<file path="src/rtl/core/mm4_pkg.sv">
// shared constants, types and helpers for the 4x4 fixed point matrix multiplier
`timescale 1ns / 1ps
`default_nettype none

package mm4_pkg;

   localparam int MATRIX_SIZE   = 4;
   localparam int FRACTION_BITS = 16;
   localparam int CELLS         = MATRIX_SIZE * MATRIX_SIZE;
   localparam int IDX_W         = $clog2(MATRIX_SIZE);
   localparam int ADDR_W        = $clog2(CELLS);
   localparam int ACTION_W      = 2;
   localparam int VALUE_W       = 32;
   localparam int PROD_W        = 2 * VALUE_W;
   localparam int ACC_W         = PROD_W + IDX_W;

   typedef logic [IDX_W-1:0]           idx_type;
   typedef logic [ADDR_W-1:0]          addr_type;
   typedef logic [ACTION_W-1:0]        action_type;
   typedef logic signed [VALUE_W-1:0]  value_type;
   typedef logic signed [PROD_W-1:0]   prod_type;
   typedef logic signed [ACC_W-1:0]    acc_type;

   localparam action_type ACT_LOAD_LEFT  = 2'd0;
   localparam action_type ACT_LOAD_RIGHT = 2'd1;
   localparam action_type ACT_COMPUTE    = 2'd2;

   localparam idx_type   IDX_MAX   = idx_type'(MATRIX_SIZE - 1);
   localparam value_type VALUE_MAX = {1'b0, {(VALUE_W-1){1'b1}}};
   localparam value_type VALUE_MIN = {1'b1, {(VALUE_W-1){1'b0}}};

   // control that travels with each product through the pipeline
   typedef struct packed {
      logic    first;
      logic    last_k;
      idx_type row;
      idx_type col;
   } tag_type;

   // row-major element address
   function automatic addr_type cell_addr(input idx_type r, input idx_type c);
      return addr_type'(int'(r) * MATRIX_SIZE + int'(c));
   endfunction

endpackage

`default_nettype wire

</file>
<file path="src/rtl/core/mm4_ram.sv">
// generic single write port, single read port ram with registered read
`timescale 1ns / 1ps
`default_nettype none

module mm4_ram #(
   parameter int WIDTH = 32,
   parameter int DEPTH = 16
) (
   input  wire logic                     clock,
   input  wire logic                     wr_en,
   input  wire logic [$clog2(DEPTH)-1:0] wr_addr,
   input  wire logic [WIDTH-1:0]         wr_data,
   input  wire logic [$clog2(DEPTH)-1:0] rd_addr,
   output logic      [WIDTH-1:0]         rd_data
);

   logic [WIDTH-1:0] mem_ff [DEPTH];
   logic [WIDTH-1:0] rd_data_ff;

   always_ff @(posedge clock) begin
      if (wr_en) begin
         mem_ff[wr_addr] <= wr_data;
      end
      rd_data_ff <= mem_ff[rd_addr];
   end

   assign rd_data = rd_data_ff;

endmodule

`default_nettype wire

</file>
<file path="src/rtl/core/matrix4_multiply.sv">
// top level of the 4x4 signed fixed point matrix multiplier
//
// channel   ports                                   handshake
// request   req_action req_row req_col req_value    start, taken when busy is low
// response  rsp_out_row rsp_out_col rsp_out_value   rsp_valid, one cycle, no stall
//           rsp_saturated rsp_last
//
// a load request writes its ram and busy stays low
// a compute request runs 64 multiply-accumulates on one shared
// multiplier, one per cycle, through the ram read, product, sum and output registers
// one response comes per element, column by column; busy falls with the last one
// synchronous reset clears the sequencer; matrix contents are kept
`timescale 1ns / 1ps
`default_nettype none

module matrix4_multiply (
   input  wire logic                       clock,
   input  wire logic                       reset,
   input  wire logic                       start,
   output logic                            busy,
   input  wire mm4_pkg::action_type        req_action,
   input  wire mm4_pkg::idx_type           req_row,
   input  wire mm4_pkg::idx_type           req_col,
   input  wire mm4_pkg::value_type         req_value,
   output logic                            rsp_valid,
   output mm4_pkg::idx_type                rsp_out_row,
   output mm4_pkg::idx_type                rsp_out_col,
   output mm4_pkg::value_type              rsp_out_value,
   output logic                            rsp_saturated,
   output logic                            rsp_last
);

   logic                  accept;
   logic                  wr_left;
   logic                  wr_right;
   mm4_pkg::addr_type     wr_addr;
   mm4_pkg::addr_type     left_rd_addr;
   mm4_pkg::addr_type     right_rd_addr;
   mm4_pkg::value_type    left_rd_data;
   mm4_pkg::value_type    right_rd_data;

   // sequencer
   logic                  busy_ff,    busy_in;
   logic                  issue_ff,   issue_in;
   mm4_pkg::idx_type      k_ff,       k_in;
   mm4_pkg::idx_type      r_ff,       r_in;
   mm4_pkg::idx_type      c_ff,       c_in;

   // pipeline
   logic                  s1_valid_ff, s1_valid_in;
   mm4_pkg::tag_type      s1_tag_ff,   s1_tag_in;
   logic                  s2_valid_ff, s2_valid_in;
   mm4_pkg::tag_type      s2_tag_ff,   s2_tag_in;
   mm4_pkg::prod_type     product_ff,  product_in;
   logic                  acc_done_ff, acc_done_in;
   mm4_pkg::tag_type      acc_tag_ff,  acc_tag_in;
   mm4_pkg::acc_type      acc_ff,      acc_in;

   // output
   logic                  out_valid_ff, out_valid_in;
   mm4_pkg::idx_type      out_row_ff,   out_row_in;
   mm4_pkg::idx_type      out_col_ff,   out_col_in;
   mm4_pkg::value_type    out_value_ff, out_value_in;
   logic                  out_sat_ff,   out_sat_in;
   logic                  out_last_ff,  out_last_in;

   mm4_pkg::acc_type      shifted;
   logic                  fits;
   logic                  final_elem;

   assign accept   = start && !busy_ff;
   assign wr_left  = accept && (req_action == mm4_pkg::ACT_LOAD_LEFT);
   assign wr_right = accept && (req_action == mm4_pkg::ACT_LOAD_RIGHT);
   assign wr_addr  = mm4_pkg::cell_addr(req_row, req_col);

   assign left_rd_addr  = mm4_pkg::cell_addr(r_ff, k_ff);
   assign right_rd_addr = mm4_pkg::cell_addr(k_ff, c_ff);

   mm4_ram #(
      .WIDTH(mm4_pkg::VALUE_W),
      .DEPTH(mm4_pkg::CELLS)
   ) u_left_ram (
      .clock  (clock),
      .wr_en  (wr_left),
      .wr_addr(wr_addr),
      .wr_data(req_value),
      .rd_addr(left_rd_addr),
      .rd_data(left_rd_data)
   );

   mm4_ram #(
      .WIDTH(mm4_pkg::VALUE_W),
      .DEPTH(mm4_pkg::CELLS)
   ) u_right_ram (
      .clock  (clock),
      .wr_en  (wr_right),
      .wr_addr(wr_addr),
      .wr_data(req_value),
      .rd_addr(right_rd_addr),
      .rd_data(right_rd_data)
   );

   // sequencer: k fastest, then row, then column
   always_comb begin
      issue_in = issue_ff;
      k_in     = k_ff;
      r_in     = r_ff;
      c_in     = c_ff;
      if (accept && (req_action == mm4_pkg::ACT_COMPUTE)) begin
         issue_in = 1'b1;
         k_in     = '0;
         r_in     = '0;
         c_in     = '0;
      end else if (issue_ff) begin
         k_in = mm4_pkg::idx_type'(k_ff + 1'b1);
         if (k_ff == mm4_pkg::IDX_MAX) begin
            k_in = '0;
            r_in = mm4_pkg::idx_type'(r_ff + 1'b1);
            if (r_ff == mm4_pkg::IDX_MAX) begin
               r_in = '0;
               c_in = mm4_pkg::idx_type'(c_ff + 1'b1);
               if (c_ff == mm4_pkg::IDX_MAX) begin
                  c_in     = '0;
                  issue_in = 1'b0;
               end
            end
         end
      end
   end

   // pipeline stages: ram read, product, accumulate
   always_comb begin
      s1_valid_in      = issue_ff;
      s1_tag_in.first  = (k_ff == '0);
      s1_tag_in.last_k = (k_ff == mm4_pkg::IDX_MAX);
      s1_tag_in.row    = r_ff;
      s1_tag_in.col    = c_ff;

      s2_valid_in = s1_valid_ff;
      s2_tag_in   = s1_tag_ff;
      product_in  = mm4_pkg::prod_type'(left_rd_data) * mm4_pkg::prod_type'(right_rd_data);

      acc_done_in = s2_valid_ff && s2_tag_ff.last_k;
      acc_tag_in  = s2_tag_ff;
      acc_in      = acc_ff;
      if (s2_valid_ff) begin
         if (s2_tag_ff.first) begin
            acc_in = mm4_pkg::acc_type'(product_ff);
         end else begin
            acc_in = acc_ff + mm4_pkg::acc_type'(product_ff);
         end
      end
   end

   // truncate and saturate, and update busy
   always_comb begin
      shifted    = acc_ff >>> mm4_pkg::FRACTION_BITS;
      fits       = (shifted[mm4_pkg::ACC_W-1:mm4_pkg::VALUE_W-1] == '0) ||
                   (shifted[mm4_pkg::ACC_W-1:mm4_pkg::VALUE_W-1] == '1);
      final_elem = (acc_tag_ff.row == mm4_pkg::IDX_MAX) &&
                   (acc_tag_ff.col == mm4_pkg::IDX_MAX);

      out_valid_in = acc_done_ff;
      out_row_in   = acc_tag_ff.row;
      out_col_in   = acc_tag_ff.col;
      out_last_in  = final_elem;
      out_sat_in   = !fits;
      if (fits) begin
         out_value_in = shifted[mm4_pkg::VALUE_W-1:0];
      end else if (acc_ff[mm4_pkg::ACC_W-1]) begin
         out_value_in = mm4_pkg::VALUE_MIN;
      end else begin
         out_value_in = mm4_pkg::VALUE_MAX;
      end

      busy_in = busy_ff;
      if (accept && (req_action == mm4_pkg::ACT_COMPUTE)) begin
         busy_in = 1'b1;
      end else if (acc_done_ff && final_elem) begin
         busy_in = 1'b0;
      end
   end

   always_ff @(posedge clock) begin
      if (reset) begin
         busy_ff      <= 1'b0;
         issue_ff     <= 1'b0;
         k_ff         <= '0;
         r_ff         <= '0;
         c_ff         <= '0;
         s1_valid_ff  <= 1'b0;
         s2_valid_ff  <= 1'b0;
         acc_done_ff  <= 1'b0;
         out_valid_ff <= 1'b0;
      end else begin
         busy_ff      <= busy_in;
         issue_ff     <= issue_in;
         k_ff         <= k_in;
         r_ff         <= r_in;
         c_ff         <= c_in;
         s1_valid_ff  <= s1_valid_in;
         s2_valid_ff  <= s2_valid_in;
         acc_done_ff  <= acc_done_in;
         out_valid_ff <= out_valid_in;
      end
   end

   always_ff @(posedge clock) begin
      s1_tag_ff    <= s1_tag_in;
      s2_tag_ff    <= s2_tag_in;
      product_ff   <= product_in;
      acc_tag_ff   <= acc_tag_in;
      acc_ff       <= acc_in;
      out_row_ff   <= out_row_in;
      out_col_ff   <= out_col_in;
      out_value_ff <= out_value_in;
      out_sat_ff   <= out_sat_in;
      out_last_ff  <= out_last_in;
   end

   assign busy          = busy_ff;
   assign rsp_valid     = out_valid_ff;
   assign rsp_out_row   = out_row_ff;
   assign rsp_out_col   = out_col_ff;
   assign rsp_out_value = out_value_ff;
   assign rsp_saturated = out_sat_ff;
   assign rsp_last      = out_last_ff;

endmodule

`default_nettype wire

</file>
<file path="config.mk">
export PLATFORM = sky130hd
export DESIGN_NAME = matrix4_multiply
export DESIGN_NICKNAME = d
export VERILOG_FILES = /design/src/rtl/core/mm4_pkg.sv /design/src/rtl/core/mm4_ram.sv /design/src/rtl/core/matrix4_multiply.sv
export SDC_FILE = /design/constraint.sdc
export NUM_CORES = 2
export LEC_CHECK = 0
export BUFFER_PORTS_ARGS = -buffer_cell sky130_fd_sc_hd__buf_2
export CAP_MARGIN = 20
export CORE_MARGIN = 4
export CORE_UTILIZATION = 60
export DETAILED_ROUTE_END_ITERATION = 6
export PLACE_DENSITY = 0.83
export SYNTH_ARGS = -nofsm -noshare
export SYNTH_HDL_FRONTEND = slang
export SYNTH_SLANG_ARGS = --single-unit
export TNS_END_PERCENT = 1
</file>
<file path="constraint.sdc">
create_clock -name clock -period 8.8 [get_ports clock]
set_input_delay 1.32 -clock clock [delete_from_list [all_inputs] [get_ports clock]]
set_output_delay 1.32 -clock clock [all_outputs]
set_load 0.01 [all_outputs]
</file>
==> impl_metrics.csv <==
group,metric,value,unit
outcome,status,"finished with violations",
outcome,violations,"antenna rules",
min_path,worstHoldPathType,"reg -> reg",
drt,ant_nets,1,
drt,drc_errors,0,
synth,syn-num-nets,7778,
global_routing,grt_max_degree,123,
timing,post-route-min-period,8.460,ns
timing,hold_viol_final,0,
synth,avgSynthCellArea,13.37,µm²
global_routing,antenna_found_initial,17,
synth,ys_seq_elements,1284,
synth,synth_edf_count,1090,
timing,slew_headroom,0.2586,
timing,min_period_over_period,0.9614,
layout,fillers,9535,
drt,wl,222.4,mm
cts,htree_levels,3,
drt,wl_per_cell,26.38,µm
cts,ctsHoldBuffers,0,
cts,cts_tree,"done",
critical_path,crit_required,9.40,ns
critical_path,r2r_start,"u_right_ram.rd_data[18]",
synth,synth_seq_area_share,0.4279,
critical_path,start_kind,"flop",
critical_path,critical_path_arrival,9.06,ns
layout,regArea,36650,µm²
placement,portBuffers,80,
placement,gp_congestion,0.9145,
timing,clock_skew,0.09574,ns
die,core_area,141600,µm²
die,start_util,0.6044,
die,fp.dieH,385.6,µm
cts,cts_sinks,1284,
job,maxCapViolCount,0,
cts,cts_made_buffers,119,
timing,setup_viol,0,
global_routing,grt_pass1_wl,344.1,mm
critical_path,timing.rr.end,"product_ff[56]",
timing,rsz0062_at_grt,"yes",
critical_path,reg2reg_depth,27,
critical_path,path_class,"reg -> reg",
critical_path,critical_path.max_fanout,21,
global_routing,grt_overflow,0,
cts,cts-root-buf,"clkbuf_16",
timing,tns,0,ns
synth,ys_warn_count,0,
timing,tightest_slew,1.111,ns
synth,synth_cells,6401,
drt,drt_iter0_drc,5863,
synth,async_reset_ff_frac,0,
cts,ctsLongestPathBuffers,3,
min_path,whs_path_depth,0,
min_path,holdPathEnd,"acc_tag_in[5]",
drt,drt_pass1_iterations,6,
global_routing,grt_usage,0.3098,
drt,num_vias,51860,
cts,clkLatencyLatePin,0.78,ns
layout,multi_input_area,44090,µm²
placement,pre_cts_ws,0.4043,ns
synth,synth_flop_cell,"edfxtp_1",
synth,synth_area,85570,µm²
timing,setup_ws,0.3401,ns
timing,fmax,0.1182,GHz
min_path,min-delay-start,"s1_tag_ff[5]",
critical_path,cp-end-kind,"flop",
cts,cts-resized-gates,0,
critical_path,worst-r2r-setup-slack,0.34,ns
timing,slew_violations,0,
layout,layout-drive-gt1-share,0.1239,
synth,synth.distinct_cells,78,
die,fp-row-count,138,
die,ios,81,
layout,final_nets,7800,
cts,post_cts_buffers,0,
drt,vias_per_cell,6.151,
cts,path_clk_slew,0.07,ns
die,fp.dieArea,148700,µm²
die,die_w,385.6,µm
placement,hpwl,145.9,mm
layout,areaGrowthSynthToFinish,8.190,%
global_routing,first_global_vias,55650,
==> cell usage after synthesis, drive strengths merged, types with 8 or more instances <==
| cell | number | area share |
|---|---|---|
| a21boi | 8 | 0.00070 |
| nor2b | 21 | 0.0015 |
| xnor2 | 74 | 0.0076 |
| ha | 253 | 0.037 |
| o21bai | 21 | 0.0018 |
| nand2 | 618 | 0.027 |
| xor2 | 49 | 0.0050 |
| inv | 1042 | 0.046 |
| o211ai | 12 | 0.0011 |
| a21oi | 141 | 0.0083 |
| and2 | 526 | 0.038 |
| nand4 | 25 | 0.0018 |
| o31ai | 11 | 0.0010 |
| fa | 1083 | 0.25 |
| clkbuf | 289 | 0.013 |
| mux4 | 320 | 0.084 |
| a211oi | 8 | 0.00082 |
| a31oi | 15 | 0.0013 |
| nor2 | 123 | 0.0054 |
| nand2b | 26 | 0.0019 |
| buf | 28 | 0.0013 |
| edfxtp | 1090 | 0.38 |
| and3 | 13 | 0.00095 |
| dfxtp | 194 | 0.045 |
| nand3 | 26 | 0.0015 |
| o21a | 11 | 0.00097 |
| o21ai | 125 | 0.0074 |
| nor3 | 30 | 0.0019 |
| a21o | 126 | 0.011 |
==> flip-flops by register name, indices dropped and copies added, names as in the netlist <==
signal / count
rsp_out_col: 2
out_row_in: 2
u_right_ram.mem_ff: 512
product_ff: 64
s1_valid_ff: 1
r_ff: 2
issue_ff: 1
u_left_ram.mem_ff: 512
rsp_out_row: 2
u_right_ram.rd_data: 32
rsp_valid: 1
s2_valid_ff: 1
rsp_saturated: 1
acc_ff: 66
rsp_out_value: 32
acc_tag_in: 6
acc_done_ff: 1
k_ff: 2
busy: 1
c_ff: 2
out_col_in: 2
rsp_last: 1
u_left_ram.rd_data: 32
s1_tag_ff: 6
==> logic make-up after synthesis <==
group / count (synthesis) / synth area share
fa+ha+maj: 1336 / 0.2904
compound gates: 520 / 0.03967
buf+inv: 1359 / 0.05973
simple gates: 1448 / 0.08417
flops: 1284 / 0.4279
xor+xnor: 123 / 0.01259
mux: 331 / 0.08557
==> worst max-delay path: stages, from the launching register on <==
cell      delay [ns]
dfxtp_1         1.00
nand2_1         0.20
fa_1            0.54
fa_1            0.55
inv_1           0.05
fa_1            0.50
inv_1           0.05
fa_1            0.52
inv_1           0.05
fa_1            0.57
fa_1            0.45
fa_1            0.49
inv_1           0.05
fa_1            0.51
inv_1           0.06
ha_1            0.34
and3_1          0.25
and3_1          0.20
a211oi_1        0.27
o21ai_0         0.19
a21oi_1         0.21
buf_4           0.17
a21oi_1         0.10
o21ai_0         0.16
o211ai_1        0.16
a31oi_1         0.29
o21ai_0         0.17
xnor2_1         0.15
==> how the worst max path moves through the flow <==
stage / slack [ns] / start / to / cells past startpoint
after floorplan: 1.08 / u_left_ram.rd_data[31] / product_ff[63] / 27
after global placement: 0.56 / u_right_ram.rd_data[8] / product_ff[51] / 28
after detailed placement: 0.40 / u_right_ram.rd_data[8] / product_ff[47] / 28
after CTS: 0.33 / u_right_ram.rd_data[6] / product_ff[62] / 25
after global routing: -0.02 / u_right_ram.rd_data[18] / product_ff[56] / 27
final: 0.34 / u_right_ram.rd_data[18] / product_ff[56] / 27
==> cell type report <==
type                    count  share of cell area
repair buffers            218             0.01587
clock inverters            65            0.007744
diodes                     11           0.0002973
well taps                1890             0.02554
flip-flops and latches   1284              0.3959
multi-input cells        3758              0.4763
inverters                1042             0.04225
clock buffers             162             0.03611
==> routing by layer <==
metal	routed length [µm]	GRT usage	vias up
li1	-	-	21250
met1	80030	0.4050	26610
met2	108000	0.5076	3329
met3	24080	0.07574	663
met4	10210	0.1189	12
met5	83	0	-
==> placed cells by master (no fill, tap or decap), drive strengths merged, types with 21 or more instances in the layout <==
cell type	count
mux4	320
xnor2	74
edfxtp	1090
and2	526
o21ai	125
buf	218
nand2	618
nand3	26
dfxtp	194
ha	253
inv	1050
nor3	30
nand4	25
clkinv	43
fa	1083
a21oi	141
nor2	123
clkbuf	162
a21o	126
xor2	49
o21bai	21
nor2b	21
nand2b	26
==> stage by stage <==
step | hold WS [ns] | util | cells | area, µm²
3_3_place_gp | 0.3109 | 0.6248 | 8191 | 88460
6_report | 0.3249 | 0.6539 | 8430 | 92580
5_1_grt | 0.3263 | 0.6537 | 8419 | 92550
2_1_floorplan | 0.3096 | - | 6401 | 85570
4_1_cts | 0.3252 | 0.6535 | 8418 | 92520
3_5_place_dp | 0.3121 | 0.6248 | 8191 | 88460
Power is left out: the tool's default activity adds up to more than one toggle a clock period on the data nets, which glitch-free logic cannot reach.
